===== config.mk =====
export PLATFORM = sky130hd
export DESIGN_NAME = curtain_stepper_position_controller_top
export DESIGN_NICKNAME = d
export VERILOG_FILES = /design/src/hdl/csp_pkg.sv /design/src/hdl/csp_cfg_regs.sv /design/src/hdl/csp_step_logic.sv /design/src/hdl/curtain_stepper_position_controller_top.sv
export SDC_FILE = /design/constraint.sdc
export NUM_CORES = 1
export LEC_CHECK = 0
export BUFFER_PORTS_ARGS = -buffer_cell sky130_fd_sc_hd__buf_2
export CAP_MARGIN = 0
export CELL_PAD_IN_SITES_DETAIL_PLACEMENT = 0
export CELL_PAD_IN_SITES_GLOBAL_PLACEMENT = 1
export CORE_MARGIN = 10
export CORE_UTILIZATION = 39
export CTS_BUF_LIST = sky130_fd_sc_hd__clkbuf_16
export DETAILED_ROUTE_END_ITERATION = 7
export MAX_ROUTING_LAYER = met4
export PLACE_DENSITY_LB_ADDON = 0.1
export SYNTH_ARGS = -nofsm -noshare
export SYNTH_HDL_FRONTEND = slang
export SYNTH_HIERARCHICAL = 1
export SYNTH_SLANG_ARGS = --single-unit

===== constraint.sdc =====
create_clock -name clk -period 18 [get_ports clk]
set_input_delay 0.9 -clock clk [delete_from_list [all_inputs] [get_ports clk]]
set_output_delay 0.9 -clock clk [all_outputs]
set_load 0.05 [all_outputs]

===== src/hdl/csp_pkg.sv =====
// Shared types and constants for the curtain stepper position controller.
// No dependencies; imported by the config registers, step logic and top level.
`default_nettype none

package csp_pkg;

  typedef enum logic [2:0] {
    MODE_STOPPED = 3'd0,
    MODE_OPENING = 3'd1,
    MODE_OPEN    = 3'd2,
    MODE_CLOSING = 3'd3,
    MODE_CLOSED  = 3'd4,
    MODE_CALIB   = 3'd5,
    MODE_PENDING = 3'd6
  } mode_t;

  typedef enum logic [2:0] {
    OP_START = 3'd0,
    OP_OPEN  = 3'd1,
    OP_STOP  = 3'd2,
    OP_CLOSE = 3'd3,
    OP_TICK  = 3'd4
  } op_t;

  localparam logic [1:0] CFG_CLOSE_LIMIT = 2'd0;
  localparam logic [1:0] CFG_CHUNK_STEPS = 2'd1;
  localparam logic [1:0] CFG_A_OPEN_LVL  = 2'd2;
  localparam logic [1:0] CFG_B_OPEN_LVL  = 2'd3;

  localparam int CFG_DATA_BITS = 16;
  localparam int CHUNK_BITS    = 10;

  localparam logic [15:0]           CLOSE_LIMIT_RST = 16'd4096;
  localparam logic [CHUNK_BITS-1:0] CHUNK_STEPS_RST = 10'd64;

  localparam int SOFT_STOP_LIMIT = -500;

  typedef struct packed {
    logic [15:0]           close_limit;
    logic [CHUNK_BITS-1:0] chunk_steps;
    logic                  a_open_lvl;
    logic                  b_open_lvl;
  } cfg_t;

  typedef struct packed {
    mode_t      cur_mode;
    mode_t      req_mode;
    logic       home;
    logic       enable;
    logic [1:0] dir;
  } state_t;

  typedef struct packed {
    logic                  announce;
    logic [CHUNK_BITS-1:0] pulses;
  } result_t;

endpackage

`default_nettype wire


===== src/hdl/csp_cfg_regs.sv =====
// Configuration register file: close limit, chunk size, open direction levels.
// Depends on csp_pkg.
`default_nettype none

module csp_cfg_regs
  import csp_pkg::*;
(
  input  wire logic                     clk,
  input  wire logic                     rst_n,
  input  wire logic                     cfg_we,
  input  wire logic [1:0]               cfg_index,
  input  wire logic [CFG_DATA_BITS-1:0] cfg_wdata,
  output cfg_t                          cfg
);

  cfg_t cfg_r;

  always_ff @(posedge clk) begin
    if (!rst_n) begin
      cfg_r.close_limit <= CLOSE_LIMIT_RST;
      cfg_r.chunk_steps <= CHUNK_STEPS_RST;
      cfg_r.a_open_lvl  <= 1'b1;
      cfg_r.b_open_lvl  <= 1'b0;
    end else if (cfg_we) begin
      unique case (cfg_index)
        CFG_CLOSE_LIMIT: cfg_r.close_limit <= cfg_wdata;
        CFG_CHUNK_STEPS: cfg_r.chunk_steps <= cfg_wdata[CHUNK_BITS-1:0];
        CFG_A_OPEN_LVL:  cfg_r.a_open_lvl  <= cfg_wdata[0];
        CFG_B_OPEN_LVL:  cfg_r.b_open_lvl  <= cfg_wdata[0];
        default: ;
      endcase
    end
  end

  assign cfg = cfg_r;

endmodule

`default_nettype wire


===== src/hdl/csp_step_logic.sv =====
// Next-state logic for one item: commands, homing, mode transitions, one chunk
// of pulses and saturating position update. Depends on csp_pkg.
`default_nettype none

module csp_step_logic
  import csp_pkg::*;
#(
  parameter int POSITION_BITS = 24
) (
  input  cfg_t                             cfg,
  input  state_t                           st,
  input  wire logic signed [POSITION_BITS-1:0] pos,
  input  wire logic [2:0]                  opcode,
  input  wire logic                        end_switch,
  output state_t                           st_nxt,
  output logic signed [POSITION_BITS-1:0]  pos_nxt,
  output result_t                          res
);

  localparam int P = POSITION_BITS;
  localparam logic signed [P-1:0] POS_MAX  = {1'b0, {(P-1){1'b1}}};
  localparam logic signed [P-1:0] POS_MIN  = {1'b1, {(P-1){1'b0}}};
  localparam logic signed [P-1:0] SOFT_LIM = P'(SOFT_STOP_LIMIT);

  logic              moving;
  logic              toward_open;
  logic signed [P:0] sum_w;
  logic signed [P:0] step_w;
  logic signed [P-1:0] np;
  mode_t             c;
  mode_t             r;

  always_comb begin
    st_nxt       = st;
    pos_nxt      = pos;
    res.announce = 1'b0;
    res.pulses   = '0;
    moving       = 1'b0;
    toward_open  = 1'b0;
    c            = st.cur_mode;
    r            = st.req_mode;
    step_w       = $signed({{(P+1-CHUNK_BITS){1'b0}}, cfg.chunk_steps});
    sum_w        = '0;
    np           = pos;

    case (op_t'(opcode))
      OP_START: begin
        st_nxt.enable = 1'b0;
        if (!end_switch) st_nxt.req_mode = MODE_CALIB;
        else             st_nxt.home     = 1'b1;
      end
      OP_OPEN:  st_nxt.req_mode = MODE_OPENING;
      OP_STOP:  st_nxt.req_mode = MODE_STOPPED;
      OP_CLOSE: st_nxt.req_mode = MODE_CLOSING;
      OP_TICK: begin
        if (st.home) begin
          pos_nxt         = '0;
          st_nxt.home     = 1'b0;
          st_nxt.cur_mode = MODE_OPEN;
          st_nxt.req_mode = MODE_OPEN;
          res.announce    = 1'b1;
          c = MODE_OPEN;
          r = MODE_OPEN;
        end

        if (((c == MODE_CLOSING || c == MODE_CLOSED || c == MODE_STOPPED) &&
             r == MODE_OPENING) ||
            ((c == MODE_OPENING || c == MODE_OPEN || c == MODE_STOPPED) &&
             r == MODE_CLOSING) ||
            r == MODE_CALIB) begin
          st_nxt.cur_mode = r;
          st_nxt.req_mode = MODE_PENDING;
          st_nxt.enable   = 1'b1;
          if (r != MODE_CALIB) res.announce = 1'b1;
          c = r;
        end else if ((c == MODE_OPENING && r == MODE_OPEN) ||
                     (c == MODE_CLOSING && r == MODE_CLOSED) ||
                     r == MODE_STOPPED) begin
          st_nxt.cur_mode = r;
          st_nxt.req_mode = MODE_PENDING;
          st_nxt.enable   = 1'b0;
          res.announce    = 1'b1;
          c = r;
        end

        moving      = (c == MODE_CLOSING || c == MODE_OPENING || c == MODE_CALIB);
        toward_open = (c == MODE_OPENING || c == MODE_CALIB);
        if (moving) begin
          st_nxt.dir[0] = toward_open ? cfg.a_open_lvl : ~cfg.a_open_lvl;
          st_nxt.dir[1] = toward_open ? cfg.b_open_lvl : ~cfg.b_open_lvl;
          if (end_switch && toward_open) begin
            // end stop met: no pulses, home on the next tick
            st_nxt.home = 1'b1;
          end else begin
            // chunk add, from the position as homing leaves it
            sum_w = $signed({pos_nxt[P-1], pos_nxt});
            sum_w = toward_open ? (sum_w - step_w) : (sum_w + step_w);
            if (sum_w[P] != sum_w[P-1]) np = sum_w[P] ? POS_MIN : POS_MAX;
            else                        np = sum_w[P-1:0];
            res.pulses = cfg.chunk_steps;
            pos_nxt    = np;
            if ($signed({np[P-1], np}) >=
                $signed({{(P-15){1'b0}}, cfg.close_limit}))
              st_nxt.req_mode = MODE_CLOSED;
            if (np < SOFT_LIM && c != MODE_CALIB)
              st_nxt.home = 1'b1;
          end
        end
      end
      default: ;
    endcase
  end

endmodule

`default_nettype wire


===== src/hdl/curtain_stepper_position_controller_top.sv =====
// Top level of the curtain stepper position controller: input register, state
// registers, result register. Depends on csp_pkg, csp_cfg_regs, csp_step_logic.
//
//   channel | ports                                   | direction
//   --------+-----------------------------------------+----------
//   in      | in_valid, in_stall, in_opcode, in_end_switch | item in
//   out     | out_valid, out_stall, out_motion_state .. out_position | item out
//   cfg     | cfg_we, cfg_index, cfg_wdata            | write only
//
// One item per cycle sustained while out_stall stays low; the result passes the
// input register, then the result register, before it is valid on out and can be
// taken (state updates as the item passes).
// Synchronous active-low reset returns modes to stopped, position to zero and
// the config registers to their defaults. A stall on out holds the result and
// backs up into in_stall only when both registers are occupied.
`default_nettype none

module curtain_stepper_position_controller_top
  import csp_pkg::*;
#(
  parameter int POSITION_BITS = 24
) (
  input  wire logic                     clk,
  input  wire logic                     rst_n,
  input  wire logic                     in_valid,
  output logic                          in_stall,
  input  wire logic [2:0]               in_opcode,
  input  wire logic                     in_end_switch,
  output logic                          out_valid,
  input  wire logic                     out_stall,
  output logic [2:0]                    out_motion_state,
  output logic                          out_announce,
  output logic                          out_motors_on,
  output logic                          out_dir_a,
  output logic                          out_dir_b,
  output logic [CHUNK_BITS-1:0]         out_pulses,
  output logic signed [POSITION_BITS-1:0] out_position,
  input  wire logic                     cfg_we,
  input  wire logic [1:0]               cfg_index,
  input  wire logic [CFG_DATA_BITS-1:0] cfg_wdata
);

  cfg_t    cfg;
  state_t  st_r, st_nxt;
  result_t res;
  logic signed [POSITION_BITS-1:0] pos_r, pos_nxt;

  logic       in_valid_r;
  logic [2:0] opcode_r;
  logic       end_switch_r;
  logic       out_valid_r;
  logic       adv, fire, in_acc;

  result_t                         res_r;
  state_t                          ost_r;
  logic signed [POSITION_BITS-1:0] opos_r;

  csp_cfg_regs u_cfg (
    .clk       (clk),
    .rst_n     (rst_n),
    .cfg_we    (cfg_we),
    .cfg_index (cfg_index),
    .cfg_wdata (cfg_wdata),
    .cfg       (cfg)
  );

  csp_step_logic #(
    .POSITION_BITS (POSITION_BITS)
  ) u_step (
    .cfg        (cfg),
    .st         (st_r),
    .pos        (pos_r),
    .opcode     (opcode_r),
    .end_switch (end_switch_r),
    .st_nxt     (st_nxt),
    .pos_nxt    (pos_nxt),
    .res        (res)
  );

  assign adv      = !out_valid_r || !out_stall;
  assign fire     = in_valid_r && adv;
  assign in_stall = in_valid_r && !adv;
  assign in_acc   = in_valid && !in_stall;

  always_ff @(posedge clk) begin
    if (!rst_n) begin
      in_valid_r      <= 1'b0;
      out_valid_r     <= 1'b0;
      st_r.cur_mode   <= MODE_STOPPED;
      st_r.req_mode   <= MODE_STOPPED;
      st_r.home       <= 1'b0;
      st_r.enable     <= 1'b0;
      st_r.dir        <= 2'b00;
      pos_r           <= '0;
    end else begin
      if (in_acc)    in_valid_r <= 1'b1;
      else if (fire) in_valid_r <= 1'b0;

      if (fire) begin
        out_valid_r <= 1'b1;
        st_r        <= st_nxt;
        pos_r       <= pos_nxt;
      end else if (!out_stall) begin
        out_valid_r <= 1'b0;
      end
    end
  end

  // payload registers
  always_ff @(posedge clk) begin
    if (in_acc) begin
      opcode_r     <= in_opcode;
      end_switch_r <= in_end_switch;
    end
    if (fire) begin
      res_r  <= res;
      ost_r  <= st_nxt;
      opos_r <= pos_nxt;
    end
  end

  assign out_valid        = out_valid_r;
  assign out_motion_state = ost_r.cur_mode;
  assign out_announce     = res_r.announce;
  assign out_motors_on    = ost_r.enable;
  assign out_dir_a        = ost_r.dir[0];
  assign out_dir_b        = ost_r.dir[1];
  assign out_pulses       = res_r.pulses;
  assign out_position     = opos_r;

  a_stall_cause: assert property (@(posedge clk) disable iff (!rst_n)
    in_stall |-> (out_valid && out_stall))
    else $error("input stalled while result side is free");

  a_fire_shows: assert property (@(posedge clk) disable iff (!rst_n)
    fire |=> out_valid)
    else $error("item passed the input register but no result shown");

  a_pulse_mode: assert property (@(posedge clk) disable iff (!rst_n)
    (out_valid && out_pulses != '0) |->
      (out_motion_state == MODE_OPENING || out_motion_state == MODE_CLOSING ||
       out_motion_state == MODE_CALIB))
    else $error("pulses issued outside a moving mode");

endmodule

`default_nettype wire


==> qor.txt <==
drt pass-1 iters = 5
clock root cell = clkbuf_16
Worst R2R Setup Slack = 8880 ps
DR vias = 6196
Synth cell types = 90
Power Density = 79.6 nW/um2
met2 Use GR = 28.8%
NumNets Final = 943
Core Area = 18700 um2
Synthesized Nets = 901
final hold vios = 0
first-pass GRT wire length = 34.7 mm
Setup crit start = st_r[8]
Worst Hold Class = flip-flop to flip-flop
commonest non-fill, non-tap cell in the layout = nand2_1
largest net degree at the start of global routing = 114
Iter 0 DRT Violations = 349
n_diodes = 0
I/O Pins = 70
Seq/Total Area, Yosys = 35.5%
commonest cells after routing, fill and taps aside = nand2_1 (169), buf_2 (68), dfxtp_1 (64), mux2i_1 (61)
average wire per standard cell = 20.0 um
Vias/cell = 5.58
synthesized netlist cell count = 830
clk sinks = 109
Tcrit/Tclk final = 50.6%
Worst EP required = 18280 ps
worst slew pin tran = 1140 ps
initial antenna violation count = 0
placed inst area = 7800 um2
met1 GRT Util = 24.4%
M3 GR Usage = 3.31%
grt peak-use layer = met2
TritonCTS clock tree = yes
CP peak stage delay = 760 ps
Tmin final = 9120 ps
max-slew violations = 0
# DRC = 0
Die Span Y = 158 um
Synthesis Warnings = 6
Inserted Clock Buffers = 9
CP arrival = 9400 ps
total leakage power = 3.21 nW
worst skew pair latency = 360 ps
Worst Reg2Reg Path Length in Cells = 34
Max FO, Critical Path = 20
final setup fails = 0
hold buffers post-CTS = 0
GP Congestion = 0.929
Post-synth EDFFs = 45
Initial Util = 39.6%
Clock Pin Slew Worst Setup and Hold Paths = 70 ps
RR Startpoint = st_r[8]
post-CTS setup buffer count = 0
gr ovfl total = 0
# H-tree levels = 3
pre-CTS setup slack = 9000 ps
vias in the first global route = 6015
Setup crit end = st_r[5]
# rows = 50
post-CTS sizing = 0
Post-DP HPWL = 16.8 mm
setup ws final = 8880 ps
startpoint types = flip-flop
Setup TNS Final = 0 ps
RSZ-0062 raised after global routing = no
final hold slack = 461 ps
Synth Flop Type = dfxtp_1
drt total wl = 22.2 mm
Yosys reg bits = 109
Max Root-Sink Buffers = 2
Max Cap Viol = 0
Async SR Flop Fraction = 0%
outcome = finished, final reports clean
synthesized area per cell = 8.93 um2
fraction of layout cells with a size suffix above 1 = 13.9%
maximum vdd drop = 0.0569 mV
synthesized area = 7410 um2
crit path kind = flip-flop to flip-flop
relative slew slack = 24.1%
clock skew = 9.72 ps
FMAX = 110 MHz
P&R area growth vs syn = 9.61%
CP Capture Type = flip-flop
Tot GR Track Use = 18.5%
post-route ant nets = 0
chip width = 158 um
I/O Buffers = 69
die area = 24900 um2
worst reg2reg endpoint = st_r[5]
Worst path slowest cell = ha_1
post-route design area = 8120 um2
## cell usage after synthesis, types with 3 or more instances
cell type / count / share of area, %
o22ai_1: 4 / 0.34
xor2_1: 13 / 1.5
ha_1: 43 / 7.3
nand3_1: 10 / 0.68
buf_2: 12 / 0.81
and4_1: 3 / 0.35
a21o_1: 12 / 1.2
edfxtp_1: 45 / 18
o311ai_0: 3 / 0.35
mux2_2: 4 / 0.61
o21a_1: 9 / 0.91
dfxtp_1: 64 / 17
nand2_1: 169 / 8.6
a211oi_1: 5 / 0.51
o21ai_0: 45 / 3.0
o21ai_1: 5 / 0.34
o31ai_1: 4 / 0.41
and3b_1: 4 / 0.47
inv_2: 3 / 0.15
a22o_1: 14 / 1.7
o21bai_1: 3 / 0.30
buf_6: 5 / 0.76
a21oi_1: 37 / 2.5
and3_1: 5 / 0.42
nor3_1: 7 / 0.47
nand2b_1: 5 / 0.42
or4_1: 3 / 0.30
nor2b_1: 28 / 2.4
mux2i_1: 61 / 8.2
o211ai_1: 5 / 0.51
and2_1: 14 / 1.2
a31oi_1: 5 / 0.42
a41oi_1: 3 / 0.35
a31o_2: 4 / 0.47
or3_1: 3 / 0.25
buf_12: 4 / 1.1
nor2_1: 41 / 2.1
inv_1: 30 / 1.5
clkbuf_1: 16 / 0.81
xnor2_1: 18 / 2.1
## final cells by class
cell class                      count  area, um2
Fill cell                        1874      10600
Tap cell                          234        293
Clock buffer                       10        250
Multi-Input combinational cell    645       4370
Clock inverter                      6       67.6
Timing Repair Buffer               73        378
Sequential cell                   109       2630
Inverter                           34        128
## power breakdown
part	internal (mW)	switching [mW]	total, mW
clock network	0.118	0.0964	0.214
logic	0.0561	0.107	0.163
registers	0.264	0.00552	0.270
## metrics by stage
step | utilization [%] | std cells | total power, mW
after floorplan | - | 830 | 0.393
after global placement | 41.7 | 1095 | 0.437
after detailed placement | 41.7 | 1095 | 0.438
after CTS | 43.4 | 1111 | 0.653
after global routing | 43.4 | 1111 | 0.677
final | 43.4 | 1111 | 0.647
## how the worst min path moves through the flow
stage          cells after the start            end           from  slack (ps)
6_report                           2        st_r[2]        st_r[2]         460
5_1_grt                            2  u_cfg/cfg[26]  u_cfg/cfg[26]         480
4_1_cts                            2  u_cfg/cfg[26]  u_cfg/cfg[26]         470
3_5_place_dp                       2  u_cfg/cfg[18]  u_cfg/cfg[18]         450
3_3_place_gp                       2        st_r[1]        st_r[1]         440
2_1_floorplan                      2        st_r[0]        st_r[0]         430
## worst max-delay path, delay by kind of cell, from the launching register on
kind | cells | cell delay (ps)
AO/OA/AOI/OAI | 17 | 4450
flip-flops | 1 | 580
buffers and inverters | 2 | 390
adder cells (fa/ha/maj) | 3 | 1270
XOR/XNOR | 1 | 110
AND/OR/NAND/NOR | 10 | 2060
multiplexers | 1 | 160
## kinds of logic after synthesis
group	Yosys count	synth area share [%]
compound gates	191	18.5
fa+ha+maj	44	7.53
flops	109	35.5
xor+xnor	31	3.66
buf+inv	76	5.55
simple gates	314	20.4
mux	65	8.85
## sequential cells by signal, summed over array words and instances, names as in the netlist
signal / flops
out_position: 24
out_valid: 1
out_motors_on: 1
out_pulses: 10
end_switch_r: 1
opcode_r: 3
in_valid_r: 1
out_dir_a: 1
pos_r: 24
out_dir_b: 1
out_motion_state: 3
st_r: 10
out_announce: 1
u_cfg/cfg: 28
## per-layer routing
layer,routed length (um),vias up
met5,0,-
met1,10600,2950
met4,296,0
met3,1190,23
met2,10100,182
li1,-,3041
Note: power is estimated with default switching activity, not from simulation.
